`src/rtl/salc_pkg.sv`:
```
package salc_pkg;

  // Cache geometry
  localparam int unsigned WAYS      = 4;
  localparam int unsigned SETS      = 64;
  localparam int unsigned ADDR_BITS = 32;

  localparam int unsigned WAY_W  = 2;
  localparam int unsigned RANK_W = 2;
  localparam int unsigned SET_W  = $clog2(SETS);
  localparam int unsigned LINE_W = ADDR_BITS;
  localparam int unsigned OFS_W  = 4;

  localparam logic [OFS_W-1:0] OFS_RESET = OFS_W'(5);

  // Access kinds
  localparam logic KIND_READ  = 1'b0;
  localparam logic KIND_WRITE = 1'b1;

  typedef struct packed {
    logic        kind;
    logic [31:0] address;
  } in_item_t;

  typedef struct packed {
    logic             hit;
    logic [WAY_W-1:0] way_used;
    logic             writeback_valid;
    logic [31:0]      writeback_address;
  } out_item_t;

  // One memory row holds everything of a set except the valid bits
  typedef struct packed {
    logic [WAYS-1:0][LINE_W-1:0] tag;
    logic [WAYS-1:0]             dirty;
    logic [WAYS-1:0][RANK_W-1:0] rank;
  } row_t;

  typedef enum logic [1:0] {
    ST_IDLE,
    ST_LOOKUP,
    ST_UPDATE
  } state_e;

  typedef struct packed {
    logic accept;  // capture transaction, launch row read
    logic decide;  // compare tags, pick way and victim
    logic commit;  // write row and valid bit, load result
  } cmd_t;

endpackage

```
`src/rtl/salc_ctrl.sv`:
```
module salc_ctrl (
  input  logic          clk_i,
  input  logic          rst_ni,
  input  logic          in_valid_i,
  output logic          in_stall_o,
  output logic          out_valid_o,
  input  logic          out_stall_i,
  output salc_pkg::cmd_t cmd_o
);
  import salc_pkg::*;

  state_e state_q, state_d;
  logic   out_valid_q, out_valid_d;

  // State and result-valid registers
  always_ff @(posedge clk_i or negedge rst_ni) begin
    if (!rst_ni) begin
      state_q     <= ST_IDLE;
      out_valid_q <= 1'b0;
    end else begin
      state_q     <= state_d;
      out_valid_q <= out_valid_d;
    end
  end

  // Next state and commands
  always_comb begin
    state_d     = state_q;
    cmd_o       = '0;
    in_stall_o  = 1'b1;
    out_valid_d = out_valid_q && out_stall_i;
    case (state_q)
      ST_IDLE: begin
        in_stall_o = 1'b0;
        if (in_valid_i) begin
          cmd_o.accept = 1'b1;
          state_d      = ST_LOOKUP;
        end
      end
      ST_LOOKUP: begin
        cmd_o.decide = 1'b1;
        state_d      = ST_UPDATE;
      end
      ST_UPDATE: begin
        // wait until the result register is free
        if (!out_valid_q || !out_stall_i) begin
          cmd_o.commit = 1'b1;
          out_valid_d  = 1'b1;
          state_d      = ST_IDLE;
        end
      end
      default: begin
        state_d = ST_IDLE;
      end
    endcase
  end

  assign out_valid_o = out_valid_q;

endmodule

```
`config.mk`:
```
export PLATFORM = sky130hd
export DESIGN_NAME = salc_ctrl
export DESIGN_NICKNAME = d
export VERILOG_FILES = /design/src/rtl/salc_pkg.sv /design/src/rtl/salc_ctrl.sv
export SDC_FILE = /design/constraint.sdc
export NUM_CORES = 1
export LEC_CHECK = 0
export BUFFER_PORTS_ARGS = -buffer_cell sky130_fd_sc_hd__buf_2
export CAP_MARGIN = 20
export CORE_AREA = 2 2 39 41
export DETAILED_ROUTE_END_ITERATION = 8
export DIE_AREA = 0 0 41 43
export PLACE_DENSITY = 0.3
export SYNTH_ARGS = -nofsm -noshare
export SYNTH_HDL_FRONTEND = slang
export SYNTH_SLANG_ARGS = --single-unit
```
`constraint.sdc`:
```
create_clock -name clk_i -period 1.1 [get_ports clk_i]
set_clock_uncertainty 0.05 [all_clocks]
set_input_delay 0.11 -clock clk_i [delete_from_list [all_inputs] [get_ports clk_i]]
set_output_delay 0.11 -clock clk_i [all_outputs]
set_load 0.1 [all_outputs]
```
==> results of run 1 <==
[final cells by class]
class	instances	area [µm²]
clock buffers	4	26.3
fillers	152	1070
inverters	1	3.75
multi-input cells	9	67.6
flip-flops and latches	3	78.8
well taps	16	20.0
repair buffers	9	113
[through the flow]
step	std cells	cell area (µm²)	setup slack, ns	util (%)
finish	42	309	-0.216	22.3
global route	42	309	-0.277	22.3
CTS	42	309	-0.238	22.3
detailed placement	37	270	-0.00213	19.5
global placement	37	270	0.00310	19.5
floorplan	14	158	-0.339	-
[kinds of logic after synthesis]
logic type	after synthesis	share of synthesized area, %
simple gates	7	25.5
flops	3	56.6
compound gates	2	9.43
buf+inv	2	8.49
[layout by cell type (no fill, tap or decap)]
cell | netlist | routed
sky130_fd_sc_hd__buf_12 | 0 | 4
sky130_fd_sc_hd__clkbuf_4 | 0 | 3
sky130_fd_sc_hd__buf_2 | 0 | 3
sky130_fd_sc_hd__nand2_1 | 2 | 2
sky130_fd_sc_hd__dfrtp_1 | 3 | 2
sky130_fd_sc_hd__or2_4 | 0 | 1
sky130_fd_sc_hd__nand2b_1 | 1 | 1
sky130_fd_sc_hd__a21oi_4 | 0 | 1
sky130_fd_sc_hd__inv_1 | 1 | 1
sky130_fd_sc_hd__nor2_4 | 0 | 1
sky130_fd_sc_hd__nor2b_1 | 1 | 1
sky130_fd_sc_hd__o21bai_1 | 1 | 1
sky130_fd_sc_hd__nor2_1 | 2 | 1
sky130_fd_sc_hd__clkbuf_1 | 0 | 1
sky130_fd_sc_hd__dlygate4sd3_1 | 0 | 1
sky130_fd_sc_hd__dfrtp_4 | 0 | 1
sky130_fd_sc_hd__buf_4 | 1 | 1
[critical path: stages, from the launching register on]
cell                      delay (ns)
sky130_fd_sc_hd__dfrtp_1        0.37
sky130_fd_sc_hd__or2_4          0.27
sky130_fd_sc_hd__nor2_4         0.10
sky130_fd_sc_hd__buf_12         0.18
[worst paths after layout]
| check | startpoint | to | cells past startpoint |
|---|---|---|---|
| hold / removal | in_valid_i | state_q[0] | 3 |
| setup reg to reg | state_q[1] | state_q[1] | 2 |
| min in group asynchronous | rst_ni | state_q[1] | 2 |
| setup / recovery | state_q[0] | cmd_o[2] | 3 |
| hold reg to reg | state_q[0] | state_q[0] | 2 |
| max in group asynchronous | rst_ni | out_valid_o | 2 |
[sequential cells by signal (all words and copies together) (netlist names)]
register,flops
out_valid_o,1
state_q,2
[layer usage]
layer	track usage [%]	part of all wire, %
met5	0	0
met1	4.85	42
met3	4.71	14
met4	6.00	0
met2	5.63	43
[repair_timing]
item	4_1_cts	5_1_grt
gates resized for setup	1	0
hold endpoints to repair	3	0
pin swaps	1	0
endpoints found under the setup margin	4	4
gates cloned	0	0
hold buffers	1	0
==> run summary, run 1 <==
- Post-synth ARST share: 100%
- shortest period the worst path allows: 1.32 ns
- most instantiated library cell after synthesis: sky130_fd_sc_hd__dfrtp_1
- number of vias per cell after detailed routing: 3.12
- Critical Path Source Type: register
- drt initial violations: 2
- PnR worst setup slack: -0.216 ns
- via count of the first global-routing pass: 140
- DR vias: 131
- final RePlAce weighted congestion: 0.597
- Final Routed Wirelength: 304 µm
- worst path required time: 0.94 ns
- leading post-synthesis cells by cell area: sky130_fd_sc_hd__dfrtp_1 (57%), sky130_fd_sc_hd__buf_4 (5.7%), sky130_fd_sc_hd__nand2_1 (5.7%)
- top cell types by occurrence after synthesis: sky130_fd_sc_hd__dfrtp_1 (3), sky130_fd_sc_hd__nand2_1 (2), sky130_fd_sc_hd__nor2_1 (2)
- antenna violations before repair: 0
- clock transition at the registers of the reported paths: 0.04 ns
- Yosys reg bits: 3
- measured slew at the worst slew-check pin: 0.277 ns
- global-route wire length before repair: 517 µm
- final-stage net count: 31
- Antenna Nets Post-Route: 0
- top-level I/O count: 9
- Area Growth Syn to Fin: 133%
- number of post-CTS setup repair buffers: 0
- x dimension of the die: 41 µm
- number of distinct standard cells referenced by the synthesized netlist: 10
- Synth Cell Area: 133 µm²
- global route total overflow: 0
- clk_lat worst skew: 0.23 ns
- clock tree sinks: 3
- Post-Synthesis Cells: 14
- share of post-route cells with drive strength above 1: 57.7%
- aggregate negative setup slack: -0.712 ns
- average instance area after synthesis: 9.47 µm²
- TritonCTS clock tree: yes
- die footprint: 1760 µm²
- Final Hold Vio Count: 0
- type of the worst setup path: reg -> out
- max-cap violation count: 0
- count of buffers inserted at the top-level ports: 8
- final slew viol count: 0
- Post-synth top flop: sky130_fd_sc_hd__dfrtp_1
- largest net degree at the start of global routing: 4
- period utilisation layout: 120%
- Max H-tree Level: 1
- initial standard-cell utilization of the core: 9.58%
- area share of the largest cell type after synthesis: 56.6%
- EDFF count, synth: 0
- net count after synthesis: 18
- Tightest Hold Check Type: in -> reg
- die extent in y: 43 µm
- number of iterations in the first detailed-routing pass: 2
- sequential cell area fraction in the yosys report: 56.6%
- DRC violation count after routing: 0
- Max Fclk: 0.760 GHz
- Reg2Reg Setup Slack: 0.21 ns
- slew margin rel.: 81.7%
- final hold slack: 0.0983 ns
- standard cell core area: 1380 µm²
- run status: complete, but fails checks
- root buffer cell: sky130_fd_sc_hd__clkbuf_4
- violations in the final reports: setup timing
- number of buffers created by CTS: 3
- YS warnings: 0
- RSZ-0062 raised after global routing: yes
- library cell occupying the most area in the post-synthesis netlist: sky130_fd_sc_hd__dfrtp_1
- total routing resource utilization after global routing: 5.13%
- number of antenna repair diodes: 0
- total of endpoints with negative setup slack in the final report: 4
- data arrival time of the critical path: 1.16 ns
- type of destination of the critical path: output port
- average wire per standard cell: 7.24 µm
- num rows: 14
- Bufs on Longest Clock Path: 2
- largest fanout on the critical path: 3
Power of run 1 is not shown: default switching activity piles up to over one toggle a cycle in this logic, so the estimate is an artifact.
==> run 2: changes to the inputs <==
HOLD_SLACK_MARGIN = 0.12   (was default)
==> run summary, run 2 (synthesis results as in run 1) <==
- run status: complete, but fails checks
- violations in the final reports: setup timing
- total routing resource utilization after global routing: 5.33%, +0.20 points
- num rows: 14, unchanged
- type of destination of the critical path: output port
- via count of the first global-routing pass: 154, +10%
- most frequent cells in the layout: sky130_fd_sc_hd__buf_12 (4), sky130_fd_sc_hd__clkbuf_4 (3), sky130_fd_sc_hd__buf_2 (3)
- DRC violation count after routing: 0, unchanged
- Final Hold Vio Count: 0, unchanged
- die extent in y: 43 µm, unchanged
- clock transition at the registers of the reported paths: 0.04 ns, about the same
- library cell contributing the largest single delay on the critical path: sky130_fd_sc_hd__dfrtp_1
- top-level I/O count: 9, unchanged
- final core area utilization: 23.1%, +0.72 points
- Post-Place Cell Area: 270 µm², unchanged
- clk_lat worst skew: 0.23 ns, about the same
- number of flip-flops under the largest register name: 2, unchanged
- placement-stage worst setup slack: -0.00213 ns, unchanged
- Antenna Nets Post-Route: 0, unchanged
- final-layout fill cell count: 153, +0.66%
- average wire per standard cell: 7.44 µm, +2.8%
- shortest period the worst path allows: 1.32 ns, unchanged
- global-route wire length before repair: 545 µm, +5.4%
- PnR worst setup slack: -0.216 ns, unchanged
- slew margin rel.: 81.7%, unchanged
- worst path required time: 0.94 ns, about the same
- global-route track usage on met3: 4.71%, unchanged
- largest fanout on the critical path: 3, unchanged
- Bufs on Longest Clock Path: 2, unchanged
- most used routing layer: met2
- data arrival time of the critical path: 1.16 ns, about the same
- initial standard-cell utilization of the core: 9.58%, unchanged
- number of iterations in the first detailed-routing pass: 2, unchanged
- standard cell core area: 1380 µm², unchanged
- clock tree sinks: 3, unchanged
- number of buffers created by CTS: 3, unchanged
- number of vias per cell after detailed routing: 3.14, +0.66%
- Max H-tree Level: 1, unchanged
- DR vias: 135, +3.1%
- critical path, cell by cell: or2_4 -> nor2_4 -> buf_12
- number of antenna repair diodes: 0, unchanged
- root buffer cell: sky130_fd_sc_hd__clkbuf_4
- total of endpoints with negative setup slack in the final report: 4, unchanged
- x dimension of the die: 41 µm, unchanged
- die footprint: 1760 µm², unchanged
- Tightest Hold Check Type: in -> reg
- Area Growth Syn to Fin: 141%
- Critical Path Source Type: register
- max-cap violation count: 0, unchanged
- final RePlAce weighted congestion: 0.597, unchanged
- final slew viol count: 0, unchanged
- period utilisation layout: 120%, unchanged
- met2 routing resource usage after global routing: 6.25%, +0.62 points
- met1 global-route usage: 4.85%, unchanged
- TritonCTS clock tree: yes
- Max stage delay on crit path: 0.37 ns, about the same
- Final Routed Wirelength: 320 µm, +5.3%
- count of buffers inserted at the top-level ports: 8, unchanged
- most frequent standard cell in the layout excluding fill and tap cells: sky130_fd_sc_hd__buf_12
- Biggest register: state_q
- largest net degree at the start of global routing: 4, unchanged
- measured slew at the worst slew-check pin: 0.277 ns, unchanged
- share of post-route cells with drive strength above 1: 55.6%, -2.1 points
- Max Fclk: 0.760 GHz, unchanged
- RSZ-0062 raised after global routing: yes
- global route total overflow: 0, unchanged
- final-stage net count: 32, +3.2%
- type of the worst setup path: reg -> out
- drt initial violations: 2, unchanged
- post-route design area: 319 µm², +3.2%
- antenna violations before repair: 0, unchanged
run 2: path summary, 6_finish.rpt:
path,start,to,slack (ns),cells after the start
min reg2reg,state_q[0],state_q[0],0.51,2
min,in_valid_i,state_q[0],0.1,3
max in group asynchronous,rst_ni,out_valid_o,0.71,2
max reg2reg,state_q[1],state_q[1],0.21,2
min in group asynchronous,rst_ni,state_q[1],0.16,2
max,state_q[0],cmd_o[2],-0.22,3
run 2: layer usage:
metal / vias to the layer above / part of all wire [%]
li1: 68 / -
met1: 59 / 41
met2: 8 / 45
met3: 0 / 13
met4: 0 / 0
met5: - / 0
run 2: layout make-up:
type / instances / area (µm²) / share of cell area (%)
Timing Repair Buffer: 10 / 123 / 38.4
Sequential cell: 3 / 78.8 / 24.7
Tap cell: 16 / 20.0 / 6.27
Multi-Input combinational cell: 9 / 67.6 / 21.2
Clock buffer: 4 / 26.3 / 8.24
Inverter: 1 / 3.75 / 1.18
run 2: what timing repair did:
item,CTS,global route
gates resized for setup,1,0
buffers inserted,0,0
pin swaps,1,0
hold buffers,2,0
endpoints found under the hold margin,5,0
setup endpoints to repair,4,4
run 2: critical path, delay by kind of cell (launching register included):
kind	cells	cell delay (ns)
flip-flops	1	0.37
AND/OR/NAND/NOR	2	0.37
buffers and inverters	1	0.18
run 2: per-stage QoR:
step / TNS (ns) / instances / hold WS [ns]
floorplan: -0.624 / 14 / -0.236
global placement: 0 / 37 / -0.140
detailed placement: -0.00213 / 37 / -0.140
CTS: -0.797 / 43 / 0.0913
global route: -0.953 / 43 / 0.141
finish: -0.713 / 43 / 0.0983
Power of run 2 is left out for the same reason.
